--- src/sv/msvt_pkg.sv ---
// shared types, constants and fixed-point helpers for the vertex transform engine
package msvt_pkg;

  // default number of modelview matrices the push stack holds
  localparam int STACK_DEPTH_DEF = 32;

  // datapath widths
  localparam int FX_W   = 32;
  localparam int PROD_W = 64;
  localparam int ACC_W  = 68;
  localparam int DIVD_W = 49;
  localparam int QMAG_W = 48;

  // stream word widths
  localparam int IN_TDATA_W  = 88;
  localparam int IN_TUSER_W  = 2;
  localparam int OUT_TDATA_W = 104;
  localparam int OUT_TUSER_W = 3;

  // fixed-point constants
  localparam logic signed [FX_W-1:0] ONE_FX    = 32'sh0001_0000;
  localparam logic signed [FX_W-1:0] UNIT_INT  = 32'sd1;
  localparam logic signed [FX_W-1:0] W_MIN_RAW = 32'sd66;
  localparam logic signed [FX_W-1:0] SCALE_X   = 32'sd320;
  localparam logic signed [FX_W-1:0] SCALE_Y   = 32'sd240;
  localparam logic signed [FX_W-1:0] SCALE_Z   = 32'sd4096;

  // operation selector codes
  localparam logic [1:0] OP_ELEM   = 2'd0;
  localparam logic [1:0] OP_POP    = 2'd1;
  localparam logic [1:0] OP_VERTEX = 2'd2;

  localparam logic [3:0] LAST_ELEM = 4'd15;

  // result status codes
  localparam logic [2:0] STAT_ELEM     = 3'd0;
  localparam logic [2:0] STAT_APPLIED  = 3'd1;
  localparam logic [2:0] STAT_PUSH_REJ = 3'd2;
  localparam logic [2:0] STAT_POP_REJ  = 3'd3;
  localparam logic [2:0] STAT_VTX_OK   = 3'd4;
  localparam logic [2:0] STAT_VTX_BAD  = 3'd5;

  // sequencer states
  typedef enum logic [3:0] {
    S_IDLE,
    S_PUSH,
    S_APPLY,
    S_MUL,
    S_ACC,
    S_STORE,
    S_POP_RD,
    S_POP_WR,
    S_WCHK,
    S_DIV_GO,
    S_DIV_WAIT,
    S_DONE
  } state_t;

  // what the multiply-accumulate unit is working on
  typedef enum logic [1:0] {
    J_MAT,
    J_EYE,
    J_CLIP
  } job_t;

  // divider request and response
  typedef struct packed {
    logic                     start;
    logic signed [DIVD_W-1:0] dividend;
    logic signed [FX_W-1:0]   divisor;
  } div_req_t;

  typedef struct packed {
    logic                   done;
    logic signed [FX_W-1:0] quotient;
  } div_rsp_t;

  // clamp an accumulator value to 32 bits
  function automatic logic signed [FX_W-1:0] sat32(input logic signed [ACC_W-1:0] v);
    logic signed [FX_W-1:0] r;
    if (&v[ACC_W-1:FX_W-1] || ~|v[ACC_W-1:FX_W-1]) begin
      r = v[FX_W-1:0];
    end else if (v[ACC_W-1]) begin
      r = 32'sh8000_0000;
    end else begin
      r = 32'sh7fff_ffff;
    end
    return r;
  endfunction

  // round a 32.32 sum half up to 16.16 and clamp
  function automatic logic signed [FX_W-1:0] round_sat(input logic signed [ACC_W-1:0] v);
    logic signed [ACC_W-1:0] t;
    t = v + $signed({{(ACC_W-16){1'b0}}, 16'h8000});
    t = t >>> 16;
    return sat32(t);
  endfunction

  // identity matrix entry
  function automatic logic signed [FX_W-1:0] ident(input int i);
    return (i == 0 || i == 5 || i == 10 || i == 15) ? ONE_FX : '0;
  endfunction

endpackage

--- src/sv/msvt_div.sv ---
// signed restoring divider, one quotient bit a cycle, truncating and saturating
module msvt_div
  import msvt_pkg::*;
(
  input  logic     clk,
  input  logic     rst,
  input  div_req_t req,
  output div_rsp_t rsp
);

  localparam int CNT_W = $clog2(QMAG_W + 1);

  logic              busy;
  logic              done;
  logic              neg;
  logic [CNT_W-1:0]  cnt;
  logic [FX_W-1:0]   dmag;
  logic [FX_W-1:0]   rem;
  logic [QMAG_W-1:0] quo;
  logic [FX_W:0]     trial;
  logic [DIVD_W-1:0] nmag_full;
  logic [FX_W:0]     dmag_full;

  // operand magnitudes
  always_comb begin
    nmag_full = req.dividend[DIVD_W-1] ? DIVD_W'(-req.dividend) : req.dividend;
    dmag_full = req.divisor[FX_W-1] ? -{req.divisor[FX_W-1], req.divisor}
                                    : {1'b0, req.divisor};
    trial     = {rem, quo[QMAG_W-1]};
  end

  // control
  always_ff @(posedge clk) begin
    if (rst) begin
      busy <= 1'b0;
      done <= 1'b0;
    end else begin
      done <= 1'b0;
      if (req.start) begin
        busy <= 1'b1;
      end else if (busy && cnt == CNT_W'(QMAG_W - 1)) begin
        busy <= 1'b0;
        done <= 1'b1;
      end
    end
  end

  // shift-subtract datapath
  always_ff @(posedge clk) begin
    if (req.start) begin
      cnt  <= '0;
      rem  <= '0;
      quo  <= nmag_full[QMAG_W-1:0];
      dmag <= dmag_full[FX_W-1:0];
      neg  <= req.dividend[DIVD_W-1] ^ req.divisor[FX_W-1];
    end else if (busy) begin
      cnt <= cnt + 1'b1;
      if (trial >= {1'b0, dmag}) begin
        rem <= FX_W'(trial - {1'b0, dmag});
        quo <= {quo[QMAG_W-2:0], 1'b1};
      end else begin
        rem <= trial[FX_W-1:0];
        quo <= {quo[QMAG_W-2:0], 1'b0};
      end
    end
  end

  // sign and clamp the quotient
  always_comb begin
    rsp.done = done;
    if (neg) begin
      if (quo > QMAG_W'(33'h0_8000_0000)) begin
        rsp.quotient = 32'sh8000_0000;
      end else begin
        rsp.quotient = FX_W'(-quo);
      end
    end else begin
      if (quo > QMAG_W'(32'h7fff_ffff)) begin
        rsp.quotient = 32'sh7fff_ffff;
      end else begin
        rsp.quotient = quo[FX_W-1:0];
      end
    end
  end

endmodule

--- config.mk ---
export PLATFORM = sky130hd
export DESIGN_NAME = msvt_div
export DESIGN_NICKNAME = d
export VERILOG_FILES = /design/src/sv/msvt_pkg.sv /design/src/sv/msvt_div.sv
export SDC_FILE = /design/constraint.sdc
export NUM_CORES = 1
export LEC_CHECK = 0
export ABC_AREA = 0
export CAP_MARGIN = 15
export CORE_AREA = 8 8 144 146
export DETAILED_ROUTE_END_ITERATION = 7
export DIE_AREA = 0 0 152 154
export DONT_BUFFER_PORTS = 1
export PLACE_DENSITY_LB_ADDON = 0.05
export SLEW_MARGIN = 20
export SYNTH_ARGS = -nofsm -noshare
export SYNTH_HDL_FRONTEND = slang
export SYNTH_SLANG_ARGS = --single-unit
--- constraint.sdc ---
create_clock -name clk -period 11.55 [get_ports clk]
set_clock_uncertainty 0.2 [all_clocks]
set_input_delay 1.155 -clock clk [delete_from_list [all_inputs] [get_ports clk]]
set_output_delay 1.155 -clock clk [all_outputs]
set_load 0.02 [all_outputs]
## Word-level counts from Yosys, hierarchy flattened

Cells that the tools add are included.

| cells by class | value |
|---|---|
| equality and inequality tests | 1 |
| $lt $le $gt $ge | 3 |
| add/subtract/negate cells | 5 |
| reduce and logical (&&, ||, !) cells | 4 |
| bitwise logic cells | 1 |
| muxes and demuxes | 12 |

Operators by type and width:

| cell | number |
|---|---|
| 48-bit two-way mux | 3 |
| 32-bit two-way mux | 4 |
| 32-bit negation | 2 |
| 48-bit by 31-bit > comparator with 1-bit output (second input constant) | 1 |
| 48-bit by 32-bit > comparator with 1-bit output (second input constant) | 1 |
| 48-bit negation | 1 |
| 33-bit by 32-bit greater-or-equal comparator with 1-bit output | 1 |
| 32-bit subtractor | 1 |
| 31-bit two-way mux | 1 |
| 6-bit by 1-bit adder with 6-bit output (second input constant) | 1 |
| 6-bit == test (second input constant) | 1 |
| 1-bit two-way mux | 4 |
| 2-bit nonzero test | 2 |
| 2-bit OR reduction | 1 |
| 1-bit logical AND | 1 |
| 1-bit bitwise XOR | 1 |

| storage, ports and cells | value |
|---|---|
| input bits | 84 |
| bits in registers | 121 |
| logic and storage cells | 34 |

## Depth between registers and ports, before layout

| depth | value |
|---|---|
| depth in word-level cells | 4 |
| gate-level depth with buffers | 15 |

## Worst setup path before layout

Ideal clock, no wire load.

| timing | value |
|---|---|
| path type | reg-to-output |
| from | register quo[6] |
| to | output port rsp[12] (netlist bit) |
| required time | 10,195 ps |
| path slack | 6,831 ps |
| arrival | 3,364 ps |
| cell stages (with the launch flop) | 11 |
| cells stage by stage | edfxtp_1 > nor4_1 > nand2_1 > nand4b_1 > nand4bb_1 > o41ai_1 > nand2b_1 > clkbuf_1 > inv_1 > nand2_1 > o311ai_0 |

RTL lines:

| item | line | RTL |
|---|---|---|
| start: declaration | msvt_div.sv:19 | `logic [QMAG_W-1:0] quo;` |
| start signal: assignment | msvt_div.sv:53 | `quo <= nmag_full[QMAG_W-1:0];` |
| start signal: assignment | msvt_div.sv:60 | `quo <= {quo[QMAG_W-2:0], 1'b1};` |
| start signal: assignment | msvt_div.sv:63 | `quo <= {quo[QMAG_W-2:0], 1'b0};` |
| end: declaration | msvt_div.sv:8 | `output div_rsp_t rsp` |

==> impl_metrics.yaml <==
power_and_ir_drop:
  swShare_pct: 28.9
  p_leak_nw: 3.68
  p_clk_share_pct: 40.2
  ir_drop_v: 0.0000936
  seqPwrFrac_pct: 40.7
  power.internal_w: 0.000952
  power-per-cell-area_mw_per_mm2: 137
  combPwrFrac_pct: 19.1
  p_switching_w: 0.000387
worst_setup_path:
  end_kind: "output pin"
  crit_chain: "nor4_1 > nand2_1 > nand4b_1 > nand4bb_1 > o41ai_1 > nand2b_1 > inv_1 > nand2_1 > o311ai_0"
  startpoint_type: "flop"
  crit_required_ns: 10.20
  slowest_delay_ns: 1.06
  critPathKind: "flop to output pin"
  crit_top_cell: "nand2_1"
  crit_fanout: 17
  cp.arrival_ns: 5.06
  cp_slowest_cell: "o311ai_0"
final_layout:
  fin_nets: 1175
  n_fill_cell: 1773
  multi_input_area_mm2: 0.00540
  regArea_mm2: 0.00323
  drive_above_1_share_pct: 5.90
  antenna_cells: 0
  area_growth_pct: 7.54
route:
  wire_per_inst_um: 17.6
  drt-total-wl_um: 22900
  drc: 0
  drtAntennaViolNets: 0
  vias_per_cell: 5.89
  first_pass_iters: 4
  initialDrtViolationCount: 473
  dr_total_vias: 7665
yosys:
  yosys.area.top_type: "edfxtp_1"
  ys_types: 71
  ys.warnings.count: 0
  synth-main-ff-cell: "edfxtp_1"
  synth_most_common_cell: "nor2_1"
  synthTopCellsByArea: "edfxtp_1 27%, dfxtp_1 8.8%, xor2_1 6.4%"
  synth_top_area_share_pct: 26.7
  synth_enable_flop_cells: 81
  netlist_area_mm2: 0.00910
  synthesis.nets: 1206
  ys_seq_area_share_pct: 35.5
  syn_inst: 1085
  synth_area_per_cell_um2: 8.38
  ys_ff_latch: 121
  async_flop_share_pct: 0
  yosys-top-cells-count: "121 x nor2_1, 106 x nand2_1, 102 x a21oi_1"
global_routing:
  grt_use_met1_pct: 27.5
  grt_pass1_vias: 7206
  grt_pass1_wl_um: 37700
  grt_overflow: 0
  use_met2_pct: 29.0
  grt_usage_pct: 19.6
  grt_max_degree: 157
  busiest_layer: "met2"
  antenna_found_initial: 0
  met3_usage_pct: 5.30
timing:
  finalMaxSlewViolations: 0
  slew_headroom_pct: 22.1
  fmax_mhz: 156
  hold_viol_final: 0
  setup_viol: 0
  setup_slack_ns: 5.13
  rsz0062_at_grt: "false"
  finalWorstPathRequiredPeriod_ns: 6.42
  hold_ws_ns: 0.277
  fin_crit_sh_pct: 55.6
  tightest_slew_ns: 1.15
  tns_ns: 0
cts:
  cts_sinks: 121
  cts_made_buffers: 17
  clockBufferDepth: 2
  ctsHoldBuffers: 0
  ctsResizeCount: 0
  insertion_delay_ns: 0.42
  htree_levels: 4
  tritoncts: "yes"
  cts_root_buffer: "clkbuf_16"
  clk_pin_slew_ns: 0.06
  cts_setup_buffers: 0
placed_design:
  gp_congestion: 0.869
  place.port_buffers: 0
  dpl_worst_slack_ns: 5.57
  place_hpwl_um: 16700
floorplan:
  start_util_pct: 49.3
  core_area_mm2: 0.0185
  die_y_um: 154
  ios: 117
  fp-row-count: 50
  design.die.area_mm2: 0.0234
  die_x_um: 152
status:
  outcome: "finished clean"
run:
  max_cap_violations: 0
min_path:
  hold_class: "flop to flop"
==> final cells by class <==
cell class / count / area share (%)
multi-input cells: 849 / 55.2
flip-flops and latches: 121 / 33.0
clock buffers: 20 / 4.46
well taps: 234 / 2.99
inverters: 57 / 2.19
clock inverters: 12 / 1.52
repair buffers: 8 / 0.614
==> critical path: cells and delay by family (launching register included) <==
kind	cells	cell delay [ns]
buf+inv	1	0.50
compound gates	2	1.35
flops	1	0.49
simple gates	6	2.31
==> layout by cell type, fill, tap and decap left out, types with 5 or more instances in the layout <==
cell type / instances
nand2b_1: 8
a21oi_1: 102
o31ai_1: 28
nand4_1: 9
dfxtp_1: 40
o41ai_1: 12
ha_1: 36
buf_4: 8
xor2_1: 66
nor2_1: 120
a31oi_1: 13
or2_2: 8
o311ai_0: 9
o21a_1: 5
o21bai_1: 5
nor2b_1: 9
a21boi_0: 5
nor4_1: 10
edfxtp_1: 81
o21ai_0: 70
a211oi_1: 21
or3_1: 20
nand2_1: 106
mux2i_1: 23
clkbuf_16: 17
nor3_1: 22
inv_1: 56
xnor2_1: 44
nand3_1: 15
a21o_1: 16
or4_1: 8
==> final timing paths <==
kind / startpoint / end / slack [ns] / cells past startpoint
max reg2reg: dmag[11]$_DFFE_PP_ / rem[3]$_SDFFE_PP0P_ / 7.34 / 12
min: rem[31]$_SDFFE_PP0P_ / rem[31]$_SDFFE_PP0P_ / 0.28 / 2
min reg2reg: rem[31]$_SDFFE_PP0P_ / rem[31]$_SDFFE_PP0P_ / 0.28 / 2
max: quo[6]$_DFFE_PP_ / rsp[16] / 5.13 / 9
==> metal layers <==
layer	up-vias	part of all wire (%)
li1	3885	-
met1	3597	49
met2	164	43
met3	19	6.3
met4	0	1.2
met5	-	0
==> registers in the layout, indices dropped and copies added (netlist names) <==
signal	count
quo	48
dmag	32
rem	32
cnt	6
busy	1
done	1
neg	1
==> power by group through the flow <==
stage | clock [W] | sequential [W] | combinational (W)
floorplan | 0 | 0.000539 | 0.000218
global placement | 0 | 0.000552 | 0.000253
detailed placement | 0 | 0.000553 | 0.000253
CTS | 0.000547 | 0.000545 | 0.000256
global route | 0.000568 | 0.000551 | 0.000286
finish | 0.000538 | 0.000546 | 0.000256
==> kinds of logic (layout without fill, tap and decap cells) <==
kind of cell | after synthesis | count (layout) | synth area share (%)
AO/OA/AOI/OAI | 315 | 315 | 21.9
XOR/XNOR | 110 | 110 | 10.6
adder cells (fa/ha/maj) | 37 | 37 | 5.17
buffers and inverters | 115 | 97 | 5.16
flip-flops | 121 | 121 | 35.5
multiplexers | 27 | 27 | 3.03
AND/OR/NAND/NOR | 360 | 360 | 18.6
==> through the flow <==
stage / util, % / instance area [um^2] / std cells / power [W]
2_1_floorplan: - / 9100 / 1085 / 0.000757
3_3_place_gp: 49.8 / 9200 / 1269 / 0.000805
3_5_place_dp: 49.8 / 9200 / 1269 / 0.000807
4_1_cts: 53.0 / 9780 / 1301 / 0.00135
5_1_grt: 53.0 / 9780 / 1301 / 0.00141
6_report: 53.0 / 9780 / 1301 / 0.00134
Power figures use the tool's default switching activity.
